### src/hdl/b64lw_pkg.sv
package b64lw_pkg;

	localparam int BYTE_W = 8;
	localparam int CHAR_W = 7;
	localparam int GPL_W  = 6;
	localparam int GRP_MAX = 5;
	localparam int CNT_W  = $clog2(GRP_MAX + 1);
	localparam int IDX_W  = $clog2(GRP_MAX);

	localparam logic [CHAR_W-1:0] NL_CHAR  = 7'd10;
	localparam logic [CHAR_W-1:0] PAD_CHAR = 7'd61;
	localparam logic [GPL_W-1:0]  GPL_RESET = 6'd18;

	// one encoded group: up to four characters plus a newline
	typedef struct packed {
		logic [GRP_MAX-1:0][CHAR_W-1:0] chars;
		logic [CNT_W-1:0]               cnt;
		logic                           eom;
	} grp_t;

	function automatic logic [CHAR_W-1:0] b64_char(input logic [5:0] v);
		logic [CHAR_W-1:0] c;
		if (v < 6'd26) begin
			c = 7'd65 + 7'(v);
		end else if (v < 6'd52) begin
			c = 7'd97 + 7'(v - 6'd26);
		end else if (v < 6'd62) begin
			c = 7'd48 + 7'(v - 6'd52);
		end else if (v == 6'd62) begin
			c = 7'd43;
		end else begin
			c = 7'd47;
		end
		return c;
	endfunction

endpackage

### src/hdl/b64lw_byte_if.sv
interface b64lw_byte_if;
	logic                          valid;
	logic                          ready;
	logic [b64lw_pkg::BYTE_W-1:0]  data_byte;
	logic                          end_of_message;

	modport source (output valid, output data_byte, output end_of_message, input ready);
	modport sink (input valid, input data_byte, input end_of_message, output ready);
endinterface

### src/hdl/b64lw_char_if.sv
interface b64lw_char_if;
	logic                          valid;
	logic                          ready;
	logic [b64lw_pkg::CHAR_W-1:0]  out_char;
	logic                          last_of_run;
	logic                          message_done;

	modport source (output valid, output out_char, output last_of_run, output message_done,
		input ready);
	modport sink (input valid, input out_char, input last_of_run, input message_done,
		output ready);
endinterface

### src/hdl/b64lw_encode.sv
module b64lw_encode (
	input  logic                          clk,
	input  logic                          arst_n,
	input  logic                          advance,
	input  logic [b64lw_pkg::BYTE_W-1:0]  data_s1,
	input  logic                          eom_s1,
	input  logic [b64lw_pkg::GPL_W-1:0]   gpl,
	output b64lw_pkg::grp_t               grp
);
	import b64lw_pkg::*;

	logic [15:0]      pend_bits_q, pend_bits_n;
	logic [1:0]       pend_cnt_q, pend_cnt_n;
	logic [GPL_W-1:0] line_groups_q, line_groups_n;
	logic [23:0]      v;
	logic [23:0]      w;
	logic [GPL_W-1:0] lg1;
	logic             nl;

	always_comb begin
		v = {pend_bits_q, data_s1};
		w = (pend_cnt_q == 2'd0) ? {data_s1, 16'h0000} : {v[15:0], 8'h00};
		lg1 = line_groups_q + 6'd1;
		nl = 1'b0;
		grp = '0;
		grp.eom = eom_s1;
		pend_bits_n = pend_bits_q;
		pend_cnt_n = pend_cnt_q;
		line_groups_n = line_groups_q;
		grp.chars[4] = NL_CHAR;
		if (pend_cnt_q == 2'd2) begin
			grp.chars[0] = b64_char(v[23:18]);
			grp.chars[1] = b64_char(v[17:12]);
			grp.chars[2] = b64_char(v[11:6]);
			grp.chars[3] = b64_char(v[5:0]);
			nl = (lg1 >= gpl);
			grp.cnt = nl ? CNT_W'(5) : CNT_W'(4);
			line_groups_n = nl ? '0 : lg1;
			pend_bits_n = '0;
			pend_cnt_n = '0;
		end else if (eom_s1) begin
			grp.chars[0] = b64_char(w[23:18]);
			grp.chars[1] = b64_char(w[17:12]);
			grp.chars[2] = (pend_cnt_q == 2'd0) ? PAD_CHAR : b64_char(w[11:6]);
			grp.chars[3] = PAD_CHAR;
			nl = (line_groups_q != '0);
			grp.cnt = nl ? CNT_W'(5) : CNT_W'(4);
		end else begin
			pend_bits_n = v[15:0];
			pend_cnt_n = pend_cnt_q + 2'd1;
		end
		// message end returns everything to the reset state
		if (eom_s1) begin
			pend_bits_n = '0;
			pend_cnt_n = '0;
			line_groups_n = '0;
		end
	end

	always_ff @(posedge clk or negedge arst_n) begin
		if (!arst_n) begin
			pend_bits_q <= '0;
			pend_cnt_q <= '0;
			line_groups_q <= '0;
		end else if (advance) begin
			pend_bits_q <= pend_bits_n;
			pend_cnt_q <= pend_cnt_n;
			line_groups_q <= line_groups_n;
		end
	end

endmodule

### src/hdl/b64lw_serializer.sv
module b64lw_serializer (
	input  logic              clk,
	input  logic              arst_n,
	input  logic              load,
	input  b64lw_pkg::grp_t   grp_in,
	output logic              free,
	b64lw_char_if.source      char_out
);
	import b64lw_pkg::*;

	grp_t             grp_s2;
	logic             valid_s2;
	logic [IDX_W-1:0] idx_q;
	logic             last;

	assign last = (CNT_W'(idx_q) == grp_s2.cnt - CNT_W'(1));
	assign free = !valid_s2 || (char_out.ready && last);

	assign char_out.valid = valid_s2;
	assign char_out.out_char = grp_s2.chars[idx_q];
	assign char_out.last_of_run = last;
	assign char_out.message_done = last && grp_s2.eom;

	always_ff @(posedge clk or negedge arst_n) begin
		if (!arst_n) begin
			valid_s2 <= 1'b0;
			idx_q <= '0;
		end else if (load && grp_in.cnt != '0) begin
			valid_s2 <= 1'b1;
			idx_q <= '0;
		end else if (valid_s2 && char_out.ready) begin
			if (last) begin
				valid_s2 <= 1'b0;
			end else begin
				idx_q <= idx_q + IDX_W'(1);
			end
		end
	end

	always_ff @(posedge clk) begin
		if (load) begin
			grp_s2 <= grp_in;
		end
	end

endmodule

### src/hdl/base64_line_wrapped_encoder_core.sv
// Base64 encoder with line wrapping.
// byte_in: one message byte per word, end_of_message set on the final byte.
// char_out: one ASCII character per word; last_of_run marks the final
//   character caused by a byte, message_done the final one of the message.
// cfg_we/cfg_wdata: groups per line (reset 18); write only while idle.
// A byte sits in the input register, is encoded into a whole group of up
// to five characters in a single pass, and the group register then hands
// them out one per cycle while the receiver is ready. First character of
// a group is valid once the group register has loaded it from the byte
// that completes it. Bytes that only fill the pending group pass at one per
// cycle; a group of four or five characters holds the character port until
// its last character is taken.
// The next byte is taken while the group is still being sent.
// Reset clears pending bytes, line count, both registers and restores the
// line length. If the receiver stalls, the current character holds and
// byte_in drops ready once a group-completing byte waits behind it.
module base64_line_wrapped_encoder_core (
	input  logic                          clk,
	input  logic                          arst_n,
	input  logic                          cfg_we,
	input  logic [b64lw_pkg::GPL_W-1:0]   cfg_wdata,
	b64lw_byte_if.sink                    byte_in,
	b64lw_char_if.source                  char_out
);
	import b64lw_pkg::*;

	logic              valid_s1;
	logic [BYTE_W-1:0] data_s1;
	logic              eom_s1;
	logic [GPL_W-1:0]  gpl_q;
	logic              s2_free;
	logic              advance;
	logic              grp_load;
	grp_t              grp;

	// a byte that only gathers never waits for the group register
	assign advance = valid_s1 && (s2_free || grp.cnt == '0);
	assign grp_load = advance && grp.cnt != '0;
	assign byte_in.ready = !valid_s1 || advance;

	always_ff @(posedge clk or negedge arst_n) begin
		if (!arst_n) begin
			gpl_q <= GPL_RESET;
		end else if (cfg_we) begin
			gpl_q <= cfg_wdata;
		end
	end

	always_ff @(posedge clk or negedge arst_n) begin
		if (!arst_n) begin
			valid_s1 <= 1'b0;
		end else if (byte_in.valid && byte_in.ready) begin
			valid_s1 <= 1'b1;
		end else if (advance) begin
			valid_s1 <= 1'b0;
		end
	end

	always_ff @(posedge clk) begin
		if (byte_in.valid && byte_in.ready) begin
			data_s1 <= byte_in.data_byte;
			eom_s1 <= byte_in.end_of_message;
		end
	end

	b64lw_encode u_encode (
		.clk     (clk),
		.arst_n  (arst_n),
		.advance (advance),
		.data_s1 (data_s1),
		.eom_s1  (eom_s1),
		.gpl     (gpl_q),
		.grp     (grp)
	);

	b64lw_serializer u_ser (
		.clk      (clk),
		.arst_n   (arst_n),
		.load     (grp_load),
		.grp_in   (grp),
		.free     (s2_free),
		.char_out (char_out)
	);

endmodule

### src/flat_wrapper.sv
// flat-port wrapper written by rule: the top's interface ports become plain ports
module base64_line_wrapped_encoder_core_flat import b64lw_pkg::*;
  (clk, arst_n, cfg_we, cfg_wdata, byte_in_valid, byte_in_data_byte, byte_in_end_of_message, byte_in_ready, char_out_valid, char_out_out_char, char_out_last_of_run, char_out_message_done, char_out_ready);
  b64lw_byte_if byte_in_i ();
  b64lw_char_if char_out_i ();
  input  logic clk;
  input  logic arst_n;
  input  logic cfg_we;
  input  logic [b64lw_pkg::GPL_W-1:0] cfg_wdata;
  input wire logic [$bits(byte_in_i.valid)-1:0] byte_in_valid;
  input wire logic [$bits(byte_in_i.data_byte)-1:0] byte_in_data_byte;
  input wire logic [$bits(byte_in_i.end_of_message)-1:0] byte_in_end_of_message;
  output wire logic [$bits(byte_in_i.ready)-1:0] byte_in_ready;
  output wire logic [$bits(char_out_i.valid)-1:0] char_out_valid;
  output wire logic [$bits(char_out_i.out_char)-1:0] char_out_out_char;
  output wire logic [$bits(char_out_i.last_of_run)-1:0] char_out_last_of_run;
  output wire logic [$bits(char_out_i.message_done)-1:0] char_out_message_done;
  input wire logic [$bits(char_out_i.ready)-1:0] char_out_ready;
  assign byte_in_i.valid = byte_in_valid;
  assign byte_in_i.data_byte = byte_in_data_byte;
  assign byte_in_i.end_of_message = byte_in_end_of_message;
  assign byte_in_ready = byte_in_i.ready;
  assign char_out_valid = char_out_i.valid;
  assign char_out_out_char = char_out_i.out_char;
  assign char_out_last_of_run = char_out_i.last_of_run;
  assign char_out_message_done = char_out_i.message_done;
  assign char_out_i.ready = char_out_ready;
  base64_line_wrapped_encoder_core u_core (.clk(clk), .arst_n(arst_n), .cfg_we(cfg_we), .cfg_wdata(cfg_wdata), .byte_in(byte_in_i), .char_out(char_out_i));
endmodule
### config.mk
export PLATFORM = sky130hd
export DESIGN_NAME = base64_line_wrapped_encoder_core_flat
export DESIGN_NICKNAME = d
export VERILOG_FILES = /design/src/hdl/b64lw_pkg.sv /design/src/hdl/b64lw_byte_if.sv /design/src/hdl/b64lw_char_if.sv /design/src/hdl/b64lw_encode.sv /design/src/hdl/b64lw_serializer.sv /design/src/hdl/base64_line_wrapped_encoder_core.sv /design/src/flat_wrapper.sv
export SDC_FILE = /design/constraint.sdc
export NUM_CORES = 1
export LEC_CHECK = 0
export BUFFER_PORTS_ARGS = -buffer_cell sky130_fd_sc_hd__clkbuf_2
export CAP_MARGIN = 20
export CORE_MARGIN = 1
export CORE_UTILIZATION = 56
export DETAILED_ROUTE_END_ITERATION = 10
export GPL_ROUTABILITY_DRIVEN = 0
export HOLD_SLACK_MARGIN = 0.15
export PLACE_DENSITY = 0.74
export SLEW_MARGIN = 10
export SYNTH_ARGS = -nofsm -noshare
export SYNTH_HDL_FRONTEND = slang
export SYNTH_SLANG_ARGS = --single-unit
### constraint.sdc
create_clock -name clk -period 8.2 [get_ports clk]
set_input_delay 0.41 -clock clk [delete_from_list [all_inputs] [get_ports clk]]
set_output_delay 0.41 -clock clk [all_outputs]
set_load 0.02 [all_outputs]
======== After elaboration in Yosys (flattened, before gate mapping) ========
Index checks and enable logic that the tools add are counted.
storage, ports and cells
  bits in registers ....................... 76
  input bits .............................. 20
  output and inout port bits .............. 11
  word-level logic and storage cells ...... 161
operators by class
  $add $sub $neg .......................... 39
  magnitude comparators ................... 23
  equal/unequal tests ..................... 10
  multiplexer cells ....................... 51
  reductions and logical operators ........ 23
operator list
  cell                   number
  $mux W7                23
  $lt A6 B6 Y1 const B   14
  $add A6 B7 Y7 const A  7
  $add A7 B6 Y7 const A  7
  $add A7 B7 Y7 const A  7
  $sub A6 B5 Y7 const B  7
  $sub A6 B6 Y7 const B  7
  $eq A6 B6 Y1 const B   7
  $lt A6 B5 Y1 const B   7
  $mux W16               2
  $mux W31               1
  $mux W3                10
  $mux W30               1
  $mux W24               1
  $bmux W7 S3            1
  $mux W6                3
  $reduce_bool A2 Y1     4
  $logic_and A1 B1 Y1    7
  $mux W1                7
  $add A6 B1 Y6 const B  1
  $ge A6 B6 Y1           1
  $reduce_and A2 Y1      3
  $reduce_bool A6 Y1     1
  $lt A3 B4 Y1 const B   1
  12 further kinds       16

======== Longest topological paths before layout ========
Gate-level depths: netlist (run 1).
  word-level depth ........................ 17
  depth in mapped cells ................... 12
  depth with buffers taken out ............ 10

======== Modules after synthesis ========
A second synthesis (run 1) with hierarchy kept.
unflattened totals
  cell total of the unflattened synthesis .. 648
  area total of the unflattened synthesis .. 6052.1 µm²
by module, submodules not included
  module                            instances  cells an instance  area an instance (µm²)  seq. area each (µm²)
  b64lw_encode                      1          513                3707.3                  600.6
  b64lw_serializer                  1          104                1770.4                  1271.2
  base64_line_wrapped_encoder_core  1          31                 574.3                   447.9

======== Least setup slack after synthesis (run 1) ========
OpenSTA, ideal clock, no wires.
  path type ............................... reg2reg
  start ................................... register u_core.u_encode.pend_cnt_q[0]
  end ..................................... register u_core.u_ser.grp_s2[9] (netlist bit) (data pin)
  library setup time ...................... 0.257 ns
  arrival time ............................ 2.414 ns
  data required time ...................... 7.943 ns
  path slack .............................. 5.529 ns
  stages on the path, launching flop included .. 12
  buffers on the path ..................... 1
  period minus slack after synthesis ...... 2.671 ns
  cells stage by stage .................... dfrtp_1 > nor2_1 > buf_2 > mux2i_1 > inv_1 > ha_1 > o211ai_1 > o21ai_0 > o21bai_1 > mux2i_1 > nand2_1 > a32o_1
RTL lines
  item                    RTL line                source
  from (decl)             b64lw_encode.sv:13      logic [1:0] pend_cnt_q, pend_cnt_n;
  from (signal assigned)  b64lw_encode.sv:67      pend_cnt_q <= pend_cnt_n;
  to (signal assigned)    b64lw_serializer.sv:42  grp_s2 <= grp_in;
  to (decl)               b64lw_serializer.sv:11  grp_t grp_s2;

==> out/qor_table.md, run 1 <==
| Stage | Result | Reported |
|:---|:---|:---|
| outcome | Run status | completed |
| worst setup path | Capture point of the worst reg-to-reg path | u_core.u_ser.grp_s2[6]$_DFFE_PP_ |
| worst setup path | Reg2reg setup slack | 4.56 ns |
| global routing | GRT Total Usage | 28.3% |
| clock tree | Setup bufs post-CTS | 0 |
| logic synthesis | Top_reg_cell synth | edfxtp_1 |
| logic synthesis | Total number of yosys warnings | 0 |
| layout | Number of nets in the layout | 683 |
| power | Pint | 1160 uW |
| global routing | Remaining global-route overflow | 0 |
| routing | TritonRoute pass-1 iters | 6 |
| routing | Routed len/inst | 19.1 um |
| worst setup path | Crit path max fanout | 17 |
| worst setup path | CP Class | flop to flop |
| logic synthesis | Top cell type's share of synthesized area | 20.9% |
| global routing | Largest net degree at the start of global routing | 36 |
| hold path | Hold_sp | byte_in_end_of_message |
| timing | RSZ-0062 raised after global routing | false |
| power | Net Sw Power | 1110 uW |
| logic synthesis | Top post-synthesis cells by area | edfxtp_1 21%, dfrtp_1 14%, ha_1 9.1% |
| hold path | Hold Path Stages | 1 |
| clock tree | Number of cells upsized or downsized after cts | 0 |
| clock tree | Bufs on Longest Clock Path | 2 |
| hold path | Endpoint with the worst hold slack | u_core.eom_s1$_DFFE_PP_ |
| logic synthesis | Number of register bits inferred by synthesis | 75 |
| die | X dimension of the die | 103 um |
| clock tree | TritonCTS clock tree | built |
| power | Sum of internal, switching and leakage power | 2270 uW |
| worst setup path | Crit path max-delay cell type | nor2_1 |
| layout | Seq. cell area | 0.00208 sq mm |
| die | Die Area | 0.0107 sq mm |
| global routing | Number of global-route vias before repair | 4388 |
| timing | Endpoints failing setup | 0 |
| placed design | Hpwl dp | 10300 um |
| worst setup path | Cell depth of the worst flop-to-flop path | 8 |
| layout | P&R area growth vs syn | 6.05% |
| power | PwrDens | 372 mW/mm^2 |
| routing | Final WL | 14500 um |
| die | DIE HEIGHT | 103 um |
| timing | Worst clock skew | 0.0179 ns |
| die | Std cell rows | 36 |
| timing | Hold Violations, Final | 0 |
| worst setup path | Stage delay of the slowest cell on the critical path | 0.77 ns |
| timing | Number of max-slew violations in the final report | 0 |
| power | Static leakage | 0.00256 uW |
| worst setup path | Crit path buf inv count | 0 |
| layout | FILL cells | 838 |
| worst setup path | Worst endpoint required time | 8.28 ns |
| power | Part of the total power dissipated in the clock network | 12.5% |
| clock tree | Latest clock arrival within the worst-skew pair | 0.37 ns |
| die | Count of pins on the block boundary | 31 |
| logic synthesis | Yosys top cell by area | edfxtp_1 |
| layout | Fraction of final layout cells sized beyond drive strength 1 | 11.7% |
| hold path | Classification of the worst-slack hold path | input port to flop |
| layout | Area taken by multi-input logic gates | 0.00328 sq mm |
| power | Switching share of power | 49.0% |
| clock tree | Clock transition time at the flip-flop clock pins of the worst setup and hold paths | 0.10 ns |
| routing | Routed vias/inst | 6.51 |
| clock tree | Sinks on the clock net | 75 |
| power | Power share of the combinational group | 54.4% |
| placed design | I/O Buffers | 30 |
| logic synthesis | Commonest cells post-synth | 48 x inv_1, 48 x nand2_1, 42 x ha_1, 40 x edfxtp_1, 39 x a21oi_1 |
| clock tree | Root Buffer Master | clkbuf_8 |
| logic synthesis | Cells after synthesis | 623 |
| logic synthesis | Async S/R FF share, synth | 46.7% |
| logic synthesis | Syn_nets | 685 |
| worst setup path | Worst flop-to-flop path startpoint | u_core.u_encode.pend_cnt_q[0]$_DFFE_PN0N_ |
| routing | Remaining antenna violation count | 0 |
| worst setup path | Data arrival, critical path | 3.71 ns |
| timing | Portion of the clock cycle consumed by the worst path in the final layout | 44.3% |
| global routing | First-pass GRT wire length | 22600 um |
| logic synthesis | Synth Area per Inst | 9.22 sq um |
| worst setup path | Critical path endpoint category | flop |
| timing | Clock period minus final worst setup slack | 3.64 ns |
| timing | Fmax | 275 MHz |
| worst setup path | Worst Setup Start Kind | flop |
| worst setup path | Ordered list of cells on the worst path | nor2_1 > mux2i_1 > ha_1 > a21oi_1 > nand3_1 > o32a_1 > o2111ai_1 > o211ai_1 |
| flow run | Max-cap check violation count | 0 |
| logic synthesis | Number of enable-type register cells in the synthesized netlist | 40 |
| clock tree | H-tree Lvls | 3 |
| worst setup path | Cell family contributing the most delay on the critical path | compound AO/OA/AOI/OAI gates |
| global routing | Number of antenna violations at the first check in global routing | 0 |
| layout | Final antenna diode count | 0 |
| power | Worst-case vdd ir drop | 0.243 mV |
| timing | Max transition margin | 38.7% |
| logic synthesis | Post-Synthesis Cell Area | 0.00575 sq mm |
| die | Effective utilization at floorplan | 58.3% |
| die | CORE AREA | 0.00986 sq mm |
| logic synthesis | Share of synthesized area occupied by flip-flops and latches | 36.2% |
| timing | Actual transition at the worst max-transition pin | 0.916 ns |
| routing | Total via count in the routed design | 4943 |
| clock tree | Number of buffers created by CTS | 9 |
| timing | Setup TNS after final layout | 0 ns |
| routing | DR DRC count | 0 |
| power | Sequential fraction of design power | 33.1% |
| logic synthesis | Number of distinct library cell variants in the gate-level netlist after synthesis | 76 |
| routing | Iteration-0 DRC count of the detailed router | 344 |
cells by family (layout without fill, tap and decap cells):
| group | after synthesis | count (layout) | share of synthesized area (%) |
|---|---|---|---|
| AO/OA/AOI/OAI | 199 | 199 | 24.0 |
| XOR/XNOR | 27 | 27 | 4.12 |
| adder cells (fa/ha/maj) | 42 | 42 | 9.14 |
| buffers and inverters | 95 | 98 | 6.71 |
| flip-flops | 75 | 75 | 36.2 |
| multiplexers | 24 | 24 | 6.05 |
| AND/OR/NAND/NOR | 161 | 161 | 13.8 |
flip-flops by register name (all words and copies together) (netlist names), 2 cells and up:
register and count:
u_core.u_encode.pend_bits_q 16, u_core.data_s1 8, u_core.gpl_q 6, u_core.u_ser.grp_s2 31, u_core.u_encode.pend_cnt_q 2, u_core.u_encode.line_groups_q 6
u_core.u_ser.idx_q 3
per-layer routing:
| metal | vias up | part of all wire (%) | global-route usage [%] |
|---|---|---|---|
| met5 | - | 0 | 0 |
| met4 | 0 | 2.5 | 11.4 |
| met3 | 40 | 7.7 | 4.97 |
| met2 | 237 | 48 | 46.3 |
| met1 | 2353 | 42 | 37.5 |
| li1 | 2313 | - | - |
cell usage in the layout (no fill, tap or decap), drive strengths merged, types with 4 or more instances in the layout:
cell type   n
edfxtp     40
o311ai      8
o22ai       9
or2         4
xor2        7
o2111ai     5
xnor2      20
mux2i      14
o211ai     11
a21oi      40
inv        55
and3        4
a22o       17
mux4        7
o31ai       4
nor2b       8
o21ai      43
a21o       10
nand3      22
nor2       33
a32o        6
ha         42
nor4        4
nand2      48
dfrtp      33
a211oi      8
a31oi       8
clkbuf     39
a22oi       5
nor3       16
worst max path at each step:
stage	from	to	slack [ns]	cells past startpoint
2_1_floorplan	u_core.u_encode.pend_cnt_q[0]$_DFFE_PN0N_	u_core.u_ser.grp_s2[9]$_DFFE_PP_	5.53	11
3_3_place_gp	u_core.u_encode.pend_cnt_q[0]$_DFFE_PN0N_	u_core.u_ser.grp_s2[6]$_DFFE_PP_	4.95	8
3_5_place_dp	u_core.u_encode.pend_cnt_q[0]$_DFFE_PN0N_	u_core.u_ser.grp_s2[9]$_DFFE_PP_	4.73	10
4_1_cts	u_core.u_encode.pend_cnt_q[0]$_DFFE_PN0N_	u_core.u_ser.grp_s2[9]$_DFFE_PP_	4.68	10
5_1_grt	u_core.u_encode.pend_cnt_q[0]$_DFFE_PN0N_	u_core.u_ser.grp_s2[9]$_DFFE_PP_	4.38	10
6_report	u_core.u_encode.pend_cnt_q[0]$_DFFE_PN0N_	u_core.u_ser.grp_s2[6]$_DFFE_PP_	4.56	8
stage by stage:
step	area, sq um	utilization, %	setup slack, ns	std cells	hold slack [ns]
after floorplan	5750	-	5.53	623	0.114
after global placement	5870	59.5	4.95	741	0.495
after detailed placement	5870	59.5	4.73	741	0.511
after CTS	6060	61.4	4.68	757	0.204
after global routing	6090	61.8	4.38	759	0.202
final	6090	61.8	4.56	759	0.210
power groups by stage:
| stage | clock [uW] | combinational, uW | sequential, uW |
|---|---|---|---|
| after floorplan | 0 | 1070 | 590 |
| after global placement | 0 | 1160 | 747 |
| after detailed placement | 0 | 1200 | 752 |
| after CTS | 289 | 1210 | 743 |
| after global routing | 306 | 1360 | 769 |
| final | 284 | 1230 | 750 |
area by class of cell:
class,instances,area share [%]
inverter,49,3.02
tap,133,2.73
timing repair buffer,33,3.20
multi-input combinational,453,53.8
clock inverter,7,1.05
clock buffer,9,2.03
sequential,75,34.1
what timing repair did:
action | in CTS | in global routing
endpoints found under the setup margin | 0 | 0
hold buffers | 0 | 1
endpoints found under the hold margin | 0 | 15
No activity file was read; power rests on OpenSTA's default activity.
==> run 2: changes to the inputs <==
- ABC_AREA: default -> 1
- PLACE_DENSITY: 0.74 -> 0.77
- clock period: 8.2 -> 3.29 ns (I/O delays scaled with it)
==> run 2 against run 1 <==
Clock power increased by 140%. Critical endpoint is now u_core.u_ser.grp_s2[29]$_DFFE_PP_. Area after synthesis grew 5.7%. Final cell count rose by 32%. Non-clock buffer count increased by 27. Sequential share of layout area is 3.1 points lower. Sequential power is 140% higher. Wire length grew 10%. Sequential cell count unchanged. Fmax is 43% higher. Count of clock-buffer cells in the layout grew 3. Hold slack got worse by 0.017 ns.
==> out/qor_table.md, run 2 <==
| Stage | Result | Reported | Delta |
|:---|:---|:---|:---|
| outcome | Run status | completed |  |
| timing | Clock period minus final worst setup slack | 2.54 ns | -1.09 ns |
| global routing | GRT busiest layer | met2 |  |
| layout | Number of flip-flops in the largest register | 31 | unchanged |
| timing | Max transition margin | 38.3% | -0.41 points |
| routing | Final WL | 16000 um | +10% |
| routing | TritonRoute pass-1 iters | 5 | -1 |
| timing | Portion of the clock cycle consumed by the worst path in the final layout | 77.3% | +33 points |
| routing | DR DRC count | 0 | unchanged |
| layout | Register containing the most flip-flops in the final layout | u_core.u_ser.grp_s2 |  |
| die | Count of pins on the block boundary | 31 | unchanged |
| logic synthesis | Yosys top cell by area | edfxtp_1 |  |
| routing | Total via count in the routed design | 5816 | +18% |
| logic synthesis | Number of distinct library cell variants in the gate-level netlist after synthesis | 46 | -39% |
| placed design | Hpwl dp | 12000 um | +17% |
| die | Die Area | 0.0113 sq mm | +5.6% |
| hold path | Classification of the worst-slack hold path | input port to flop |  |
| routing | Iteration-0 DRC count of the detailed router | 775 | +130% |
| worst setup path | Crit path max-delay cell type | dfrtp_1 |  |
| clock tree | Number of buffers created by CTS | 9 | unchanged |
| logic synthesis | Total number of yosys warnings | 0 | unchanged |
| layout | Leading cell type in the layout, fill and taps excluded | nand2_1 |  |
| die | DIE HEIGHT | 106 um | +2.8% |
| logic synthesis | Top post-synthesis cells by area | edfxtp_1 20%, dfrtp_1 14%, nand2_1 13% |  |
| logic synthesis | Number of enable-type register cells in the synthesized netlist | 40 | unchanged |
| logic synthesis | Simple-gate share of the synthesized area | 28.3% | +14 points |
| timing | Fmax | 393 MHz | +43% |
| layout | Largest registers in the final layout | u_core.u_ser.grp_s2: 31 flops, u_core.u_encode.pend_bits_q: 16 flops, u_core.data_s1: 8 flops |  |
| timing | RSZ-0062 raised after global routing | false |  |
| power | Worst-case vdd ir drop | 0.459 mV | +89% |
| timing | Actual transition at the worst max-transition pin | 0.926 ns | +0.00957 ns |
| worst setup path | CP Class | flop to flop |  |
| layout | Fraction of final layout cells sized beyond drive strength 1 | 12.8% | +1.2 points |
| global routing | GRT met1 Usage | 40.5% | +3.0 points |
| worst setup path | Ordered list of cells on the worst path | inv_2 > nand3_1 > o21ai_2 > nand3_2 > o21ai_4 > nand3_4 > inv_1 > buf_4 |  |
| logic synthesis | XOR/XNOR share of the synthesized area | 4.04% | -0.080 points |
| clock tree | Latest clock arrival within the worst-skew pair | 0.35 ns | -0.02 ns |
| logic synthesis | Post-Synthesis Cell Area | 0.00608 sq mm | +5.7% |
| logic synthesis | Synth Area in Compound Gates | 15.5% | -8.5 points |
| timing | Number of max-slew violations in the final report | 0 | unchanged |
| clock tree | Sinks on the clock net | 75 | unchanged |
| layout | Commonest cells after routing, fill and taps aside | 217 x nand2_1, 94 x inv_1, 67 x o21ai_0 |  |
| logic synthesis | Top_reg_cell synth | edfxtp_1 |  |
| worst setup path | Critical path endpoint category | flop |  |
| logic synthesis | Top cell type's share of synthesized area | 19.8% | -1.1 points |
| clock tree | Post-CTS Hold Fix Bufs | 25 | +25 |
| global routing | First-pass GRT wire length | 26400 um | +17% |
| die | Effective utilization at floorplan | 58.3% | +0.085 points |
| timing | Endpoints failing setup | 0 | unchanged |
| logic synthesis | Mux share of post-synthesis cell area | 0.185% | -5.9 points |
| routing | Remaining antenna violation count | 0 | unchanged |
| logic synthesis | Number of register bits inferred by synthesis | 75 | unchanged |
| global routing | Number of antenna violations at the first check in global routing | 0 | unchanged |
| worst setup path | Crit path max fanout | 32 | +15 |
| logic synthesis | Cell with the most instances after synthesis | nand2_1 |  |
| timing | Hold Violations, Final | 0 | unchanged |
| worst setup path | Stage delay of the slowest cell on the critical path | 0.59 ns | -0.18 ns |
| clock tree | TritonCTS clock tree | built |  |
| timing | Final worst-path setup slack | 0.747 ns | -3.82 ns |
| global routing | Largest net degree at the start of global routing | 36 | unchanged |
| placed design | I/O Buffers | 30 | unchanged |
| logic synthesis | Cells after synthesis | 817 | +31% |
| power | Static leakage | 0.00317 uW | +24% |
| clock tree | Number of cells upsized or downsized after cts | 0 | unchanged |
| power | PwrDens | 884 mW/mm^2 | +140% |
| global routing | GRT Total Usage | 29.8% | +1.4 points |
| logic synthesis | Syn_nets | 879 | +28% |
| worst setup path | Data arrival, critical path | 2.56 ns | -1.15 ns |
| global routing | Met3 track utilization from global routing | 3.49% | -1.5 points |
| clock tree | Clock transition time at the flip-flop clock pins of the worst setup and hold paths | 0.08 ns | -0.02 ns |
| flow run | Max-cap check violation count | 0 | unchanged |
| die | CORE AREA | 0.0104 sq mm | +5.6% |
| logic synthesis | Commonest cells post-synth | 217 x nand2_1, 94 x inv_1, 67 x o21ai_0, 60 x nand3_1, 52 x nor2_1 |  |
| logic synthesis | Async S/R FF share, synth | 46.7% | unchanged |
| logic synthesis | Adder-cell share of the synthesized area | 8.65% | -0.50 points |
| placed design | Post-Place Worst Slack | 0.775 ns | -3.95 ns |
| logic synthesis | Synth Area per Inst | 7.44 sq um | -19% |
| logic synthesis | Share of synthesized area occupied by flip-flops and latches | 34.2% | -2.0 points |
| clock tree | Root Buffer Master | clkbuf_8 |  |
| clock tree | Setup bufs post-CTS | 0 | unchanged |
| global routing | Remaining global-route overflow | 0 | unchanged |
| global routing | Met2 demand-to-capacity share in global routing | 48.3% | +2.0 points |
| worst setup path | Worst endpoint required time | 3.31 ns | -4.97 ns |
| die | X dimension of the die | 106 um | +2.8% |
| timing | Worst clock skew | 0.00800 ns | -0.00995 ns |
| global routing | Number of global-route vias before repair | 5387 | +23% |
| layout | FILL cells | 874 | +4.3% |
| logic synthesis | Main combinational cell family by area after synthesis | simple AND/OR/NAND/NOR gates |  |
| clock tree | Bufs on Longest Clock Path | 2 | unchanged |
| layout | Final antenna diode count | 0 | unchanged |
| timing | Setup TNS after final layout | 0 ns | unchanged |
| die | Std cell rows | 37 | +2.8% |
| layout | Number of nets in the layout | 923 | +35% |
| routing | Routed vias/inst | 5.80 | -11% |
| clock tree | H-tree Lvls | 3 | unchanged |
| worst setup path | Worst Setup Start Kind | flop |  |
| layout | P&R area growth vs syn | 10.3% |  |
| routing | Routed len/inst | 15.9 um | -17% |
## run 2: cell count changes after synthesis, sizes merged, moves of 10 or more
cell | previous run | this run
nand2 | 48 | 236
inv | 49 | 103
o21ai | 43 | 90
nand3 | 22 | 63
nor2 | 33 | 61
clkbuf | 30 | 8
xor2 | 7 | 25
a22o | 17 | 0
xnor2 | 20 | 3
mux2i | 14 | 0
a21o | 10 | 0
## run 2: final timing paths
kind	start	to	slack [ns]	cells past startpoint
min in group asynchronous	arst_n	u_core.u_ser.idx_q[0]$_DFFE_PN0P_	0.48	2
max reg2reg	u_core.u_ser.idx_q[0]$_DFFE_PN0P_	u_core.u_ser.grp_s2[29]$_DFFE_PP_	0.75	8
min reg2reg	u_core.u_encode.line_groups_q[5]$_DFFE_PN0P_	u_core.u_encode.line_groups_q[5]$_DFFE_PN0P_	0.52	2
min	char_out_ready	u_core.u_ser.char_out.valid$_DFFE_PN0P_	0.19	4
max	u_core.u_ser.idx_q[0]$_DFFE_PN0P_	u_core.u_ser.grp_s2[29]$_DFFE_PP_	0.75	8
max in group asynchronous	arst_n	u_core.u_encode.pend_bits_q[15]$_DFFE_PN0N_	2.22	2
## run 2: final cells by class
class	instances	area [sq um]	share of cell area, %
well taps	136	170	2.54
inverters	103	389	5.81
repair buffers	60	438	6.53
clock inverters	4	26.3	0.392
clock buffers	12	156	2.33
multi-input cells	612	3440	51.4
flip-flops and latches	75	2080	31.0
## run 2: power breakdown
part / internal [uW] / total (uW) / switching, uW
Clock: 319 / 668 / 348
Combinational: 1160 / 3480 / 2320
Sequential: 1350 / 1780 / 426
## run 2: kinds of logic (layout without fill, tap and decap cells)
| family | after synthesis | in the layout |
|---|---|---|
| fa+ha+maj | 42 | 42 |
| simple gates | 384 | 384 |
| xor+xnor | 28 | 28 |
| flops | 75 | 75 |
| buf+inv | 130 | 179 |
| mux | 1 | 1 |
| compound gates | 157 | 157 |
## run 2: layer usage
layer  vias up  wire, um
li1       2802         -
met1      2696      7010
met2       270      7280
met3        48      1150
met4         0       530
met5         -         0
## run 2: critical path: cells and delay by family (launching register included)
kind	cells	cell delay (ns)
AO/OA/AOI/OAI	2	0.32
buffers and inverters	3	0.79
flip-flops	1	0.59
AND/OR/NAND/NOR	3	0.51
## run 2: metrics by stage
| step | utilization, % | total power (uW) | area [sq um] | instances | hold WS (ns) |
|---|---|---|---|---|---|
| after CTS | 64.3 | 5870 | 6700 | 1002 | 0.181 |
| after floorplan | - | 4350 | 6080 | 817 | -0.131 |
| after detailed placement | 60.2 | 5170 | 6270 | 961 | 0.344 |
| after global placement | 60.2 | 5040 | 6270 | 961 | 0.341 |
| final | 64.3 | 5920 | 6700 | 1002 | 0.194 |
| after global routing | 64.3 | 6440 | 6700 | 1002 | 0.213 |
==> run 3: changes to the inputs <==
- ABC_AREA: 1 -> 0
- PLACE_DENSITY: 0.77 -> 0.74
- clock period: 3.29 -> 2.4 ns (I/O delays scaled with it)
==> run 3 against run 2 <==
The flow now finishes with violations (negative setup slack). Largest power group unchanged. Hold slack gained 0.0058 ns. Largest cell class unchanged. Register-to-register slack lost 0.77 ns. Die area shrank 5.3%. Critical path type unchanged. Sequential cell count is the same.
==> out/qor_table.md, run 3 (synthesized netlist as in run 1, its figures left out) <==
| Stage | Result | Reported | Delta |
|:---|:---|:---|:---|
| layout | Largest registers in the final layout | u_core.u_ser.grp_s2: 31 flops, u_core.u_encode.pend_bits_q: 16 flops, u_core.data_s1: 8 flops |  |
| global routing | Number of global-route vias before repair | 5146 | -4.5% |
| routing | Final WL | 16200 um | +1.4% |
| timing | Final worst-path setup slack | -0.0248 ns | -0.771 ns |
| global routing | Number of antenna violations at the first check in global routing | 0 | unchanged |
| timing | Clock period minus final worst setup slack | 2.42 ns | -0.119 ns |
| clock tree | Latest clock arrival within the worst-skew pair | 0.36 ns | about the same |
| layout | FILL cells | 698 | -20% |
| routing | Routed len/inst | 18.9 um | +19% |
| clock tree | Number of buffers created by CTS | 9 | unchanged |
| timing | Smallest hold slack | 0.199 ns | +0.00579 ns |
| timing | Portion of the clock cycle consumed by the worst path in the final layout | 101% | +24 points |
| power | Static leakage | 0.00302 uW | -4.8% |
| clock tree | H-tree Lvls | 3 | unchanged |
| layout | Number of flip-flops in the largest register | 31 | unchanged |
| die | CORE AREA | 0.00986 sq mm | -5.3% |
| power | PwrDens | 1240 mW/mm^2 | +41% |
| routing | Iteration-0 DRC count of the detailed router | 408 | -47% |
| timing | Actual transition at the worst max-transition pin | 0.772 ns | -0.153 ns |
| worst setup path | CP Class | flop to flop |  |
| layout | Final antenna diode count | 0 | unchanged |
| worst setup path | Crit path max fanout | 6 | -81% |
| layout | Number of nets in the layout | 780 | -15% |
| die | Count of pins on the block boundary | 31 | unchanged |
| outcome | Run status | complete, but fails checks |  |
| power | Sum of internal, switching and leakage power | 8710 uW | +47% |
| placed design | I/O Buffers | 30 | unchanged |
| timing | Worst clock skew | 0.0171 ns | +0.00909 ns |
| worst setup path | Worst endpoint required time | 2.51 ns | -0.80 ns |
| die | Effective utilization at floorplan | 58.3% | -0.085 points |
| routing | DR DRC count | 0 | unchanged |
| global routing | Remaining global-route overflow | 0 | unchanged |
| worst setup path | Worst Setup Start Kind | flop |  |
| hold path | Hold Path Stages | 5 | +1 |
| layout | Fraction of final layout cells sized beyond drive strength 1 | 22.1% | +9.3 points |
| flow run | Max-cap check violation count | 0 | unchanged |
| worst setup path | Critical path endpoint category | flop |  |
| timing | Number of max-slew violations in the final report | 0 | unchanged |
| clock tree | Sinks on the clock net | 75 | unchanged |
| global routing | GRT Total Usage | 31.5% | +1.7 points |
| timing | Fmax | 412 MHz | +4.9% |
| layout | Commonest cells after routing, fill and taps aside | 69 x buf_4, 47 x inv_1, 46 x nand2_1 |  |
| placed design | Hpwl dp | 11500 um | -4.1% |
| worst setup path | Data arrival, critical path | 2.53 ns | -0.03 ns |
| layout | Leading cell type in the layout, fill and taps excluded | buf_4 |  |
| global routing | First-pass GRT wire length | 25200 um | -4.5% |
| die | Std cell rows | 36 | -2.7% |
| clock tree | Root Buffer Master | clkbuf_8 |  |
| timing | Setup TNS after final layout | -0.0416 ns | -0.0416 ns |
| layout | P&R area growth vs syn | 22.0% |  |
| layout | Register containing the most flip-flops in the final layout | u_core.u_ser.grp_s2 |  |
| die | X dimension of the die | 103 um | -2.7% |
| clock tree | Clock transition time at the flip-flop clock pins of the worst setup and hold paths | 0.09 ns | about the same |
| worst setup path | Cell depth of the worst flop-to-flop path | 10 | +2 |
| clock tree | TritonCTS clock tree | built |  |
| timing | Hold Violations, Final | 0 | unchanged |
| clock tree | Bufs on Longest Clock Path | 2 | unchanged |
| global routing | Largest net degree at the start of global routing | 36 | unchanged |
| hold path | Classification of the worst-slack hold path | input port to flop |  |
| timing | Endpoints failing setup | 2 | +2 |
| power | Worst-case vdd ir drop | 0.798 mV | +74% |
| routing | Total via count in the routed design | 5396 | -7.2% |
| routing | Remaining antenna violation count | 0 | unchanged |
| die | Die Area | 0.0107 sq mm | -5.3% |
| die | DIE HEIGHT | 103 um | -2.7% |
| routing | TritonRoute pass-1 iters | 6 | +1 |
| routing | Routed vias/inst | 6.30 | +8.6% |
| outcome | Failing checks | negative setup slack |  |
| timing | RSZ-0062 raised after global routing | true |  |
| timing | Max transition margin | 48.4% | +10 points |
## run 3: per-stage QoR
step / worst slack (ns) / std cells / instance area [sq um] / util [%]
after detailed placement: -0.0585 / 809 / 6440 / 65.2
after CTS: 0.0230 / 854 / 6910 / 70.0
after floorplan: 0.0156 / 623 / 5800 / -
final: -0.0248 / 856 / 7010 / 71.1
after global routing: -0.109 / 856 / 7010 / 71.1
after global placement: 0.0395 / 809 / 6440 / 65.2
## run 3: what timing repair did
item	in CTS	in global routing
hold endpoints to repair	49	0
setup buffers	1	1
setup endpoints to repair	7	15
hold buffers	28	0
pin swaps	2	6
gates cloned	0	0
gates resized for setup	4	13
## run 3: final timing paths
path	to	start	slack (ns)
min in group asynchronous	u_core.gpl_q[0]$_DFFE_PN0P_	arst_n	0.27
max	u_core.u_ser.grp_s2[5]$_DFFE_PP_	u_core.u_encode.pend_cnt_q[0]$_DFFE_PN0N_	-0.02
min	u_core.u_ser.char_out.valid$_DFFE_PN0P_	char_out_ready	0.20
max in group asynchronous	u_core.u_encode.pend_cnt_q[0]$_DFFE_PN0N_	arst_n	1.61
max reg2reg	u_core.u_ser.grp_s2[5]$_DFFE_PP_	u_core.u_encode.pend_cnt_q[0]$_DFFE_PN0N_	-0.02
min reg2reg	u_core.u_encode.line_groups_q[5]$_DFFE_PN0P_	u_core.u_encode.line_groups_q[5]$_DFFE_PN0P_	0.55
## run 3: area by class of cell
| class | instances | area (sq um) | share of cell area (%) |
|---|---|---|---|
| multi-input cells | 453 | 3400 | 48.5 |
| clock inverters | 5 | 38.8 | 0.553 |
| inverters | 49 | 184 | 2.62 |
| repair buffers | 130 | 1010 | 14.4 |
| clock buffers | 11 | 131 | 1.87 |
| flip-flops and latches | 75 | 2080 | 29.7 |
| well taps | 133 | 166 | 2.37 |
## run 3: report_power, final
part           switching, uW  total [uW]  internal [uW]  leakage, uW
combinational           3170        5630           2460      0.00213
clock                    495         877            382    0.0000839
sequential               381        2210           1830     0.000806
## run 3: critical path, stage by stage (launching register included)
cell	delay, ns
dfrtp_2	0.44
nor2_4	0.21
mux2i_4	0.31
inv_2	0.10
ha_4	0.17
o211ai_1	0.07
o21ai_1	0.11
o21bai_2	0.24
buf_6	0.14
nand2_4	0.07
a211o_1	0.33
## run 3: per-layer routing
metal / track usage [%] / part of all wire [%] / vias to the layer above
li1: - / - / 2505
met1: 39.7 / 40 / 2537
met2: 52.4 / 48 / 300
met3: 6.05 / 8.8 / 54
met5: 0 / 0 / -
met4: 14.8 / 3.4 / 0
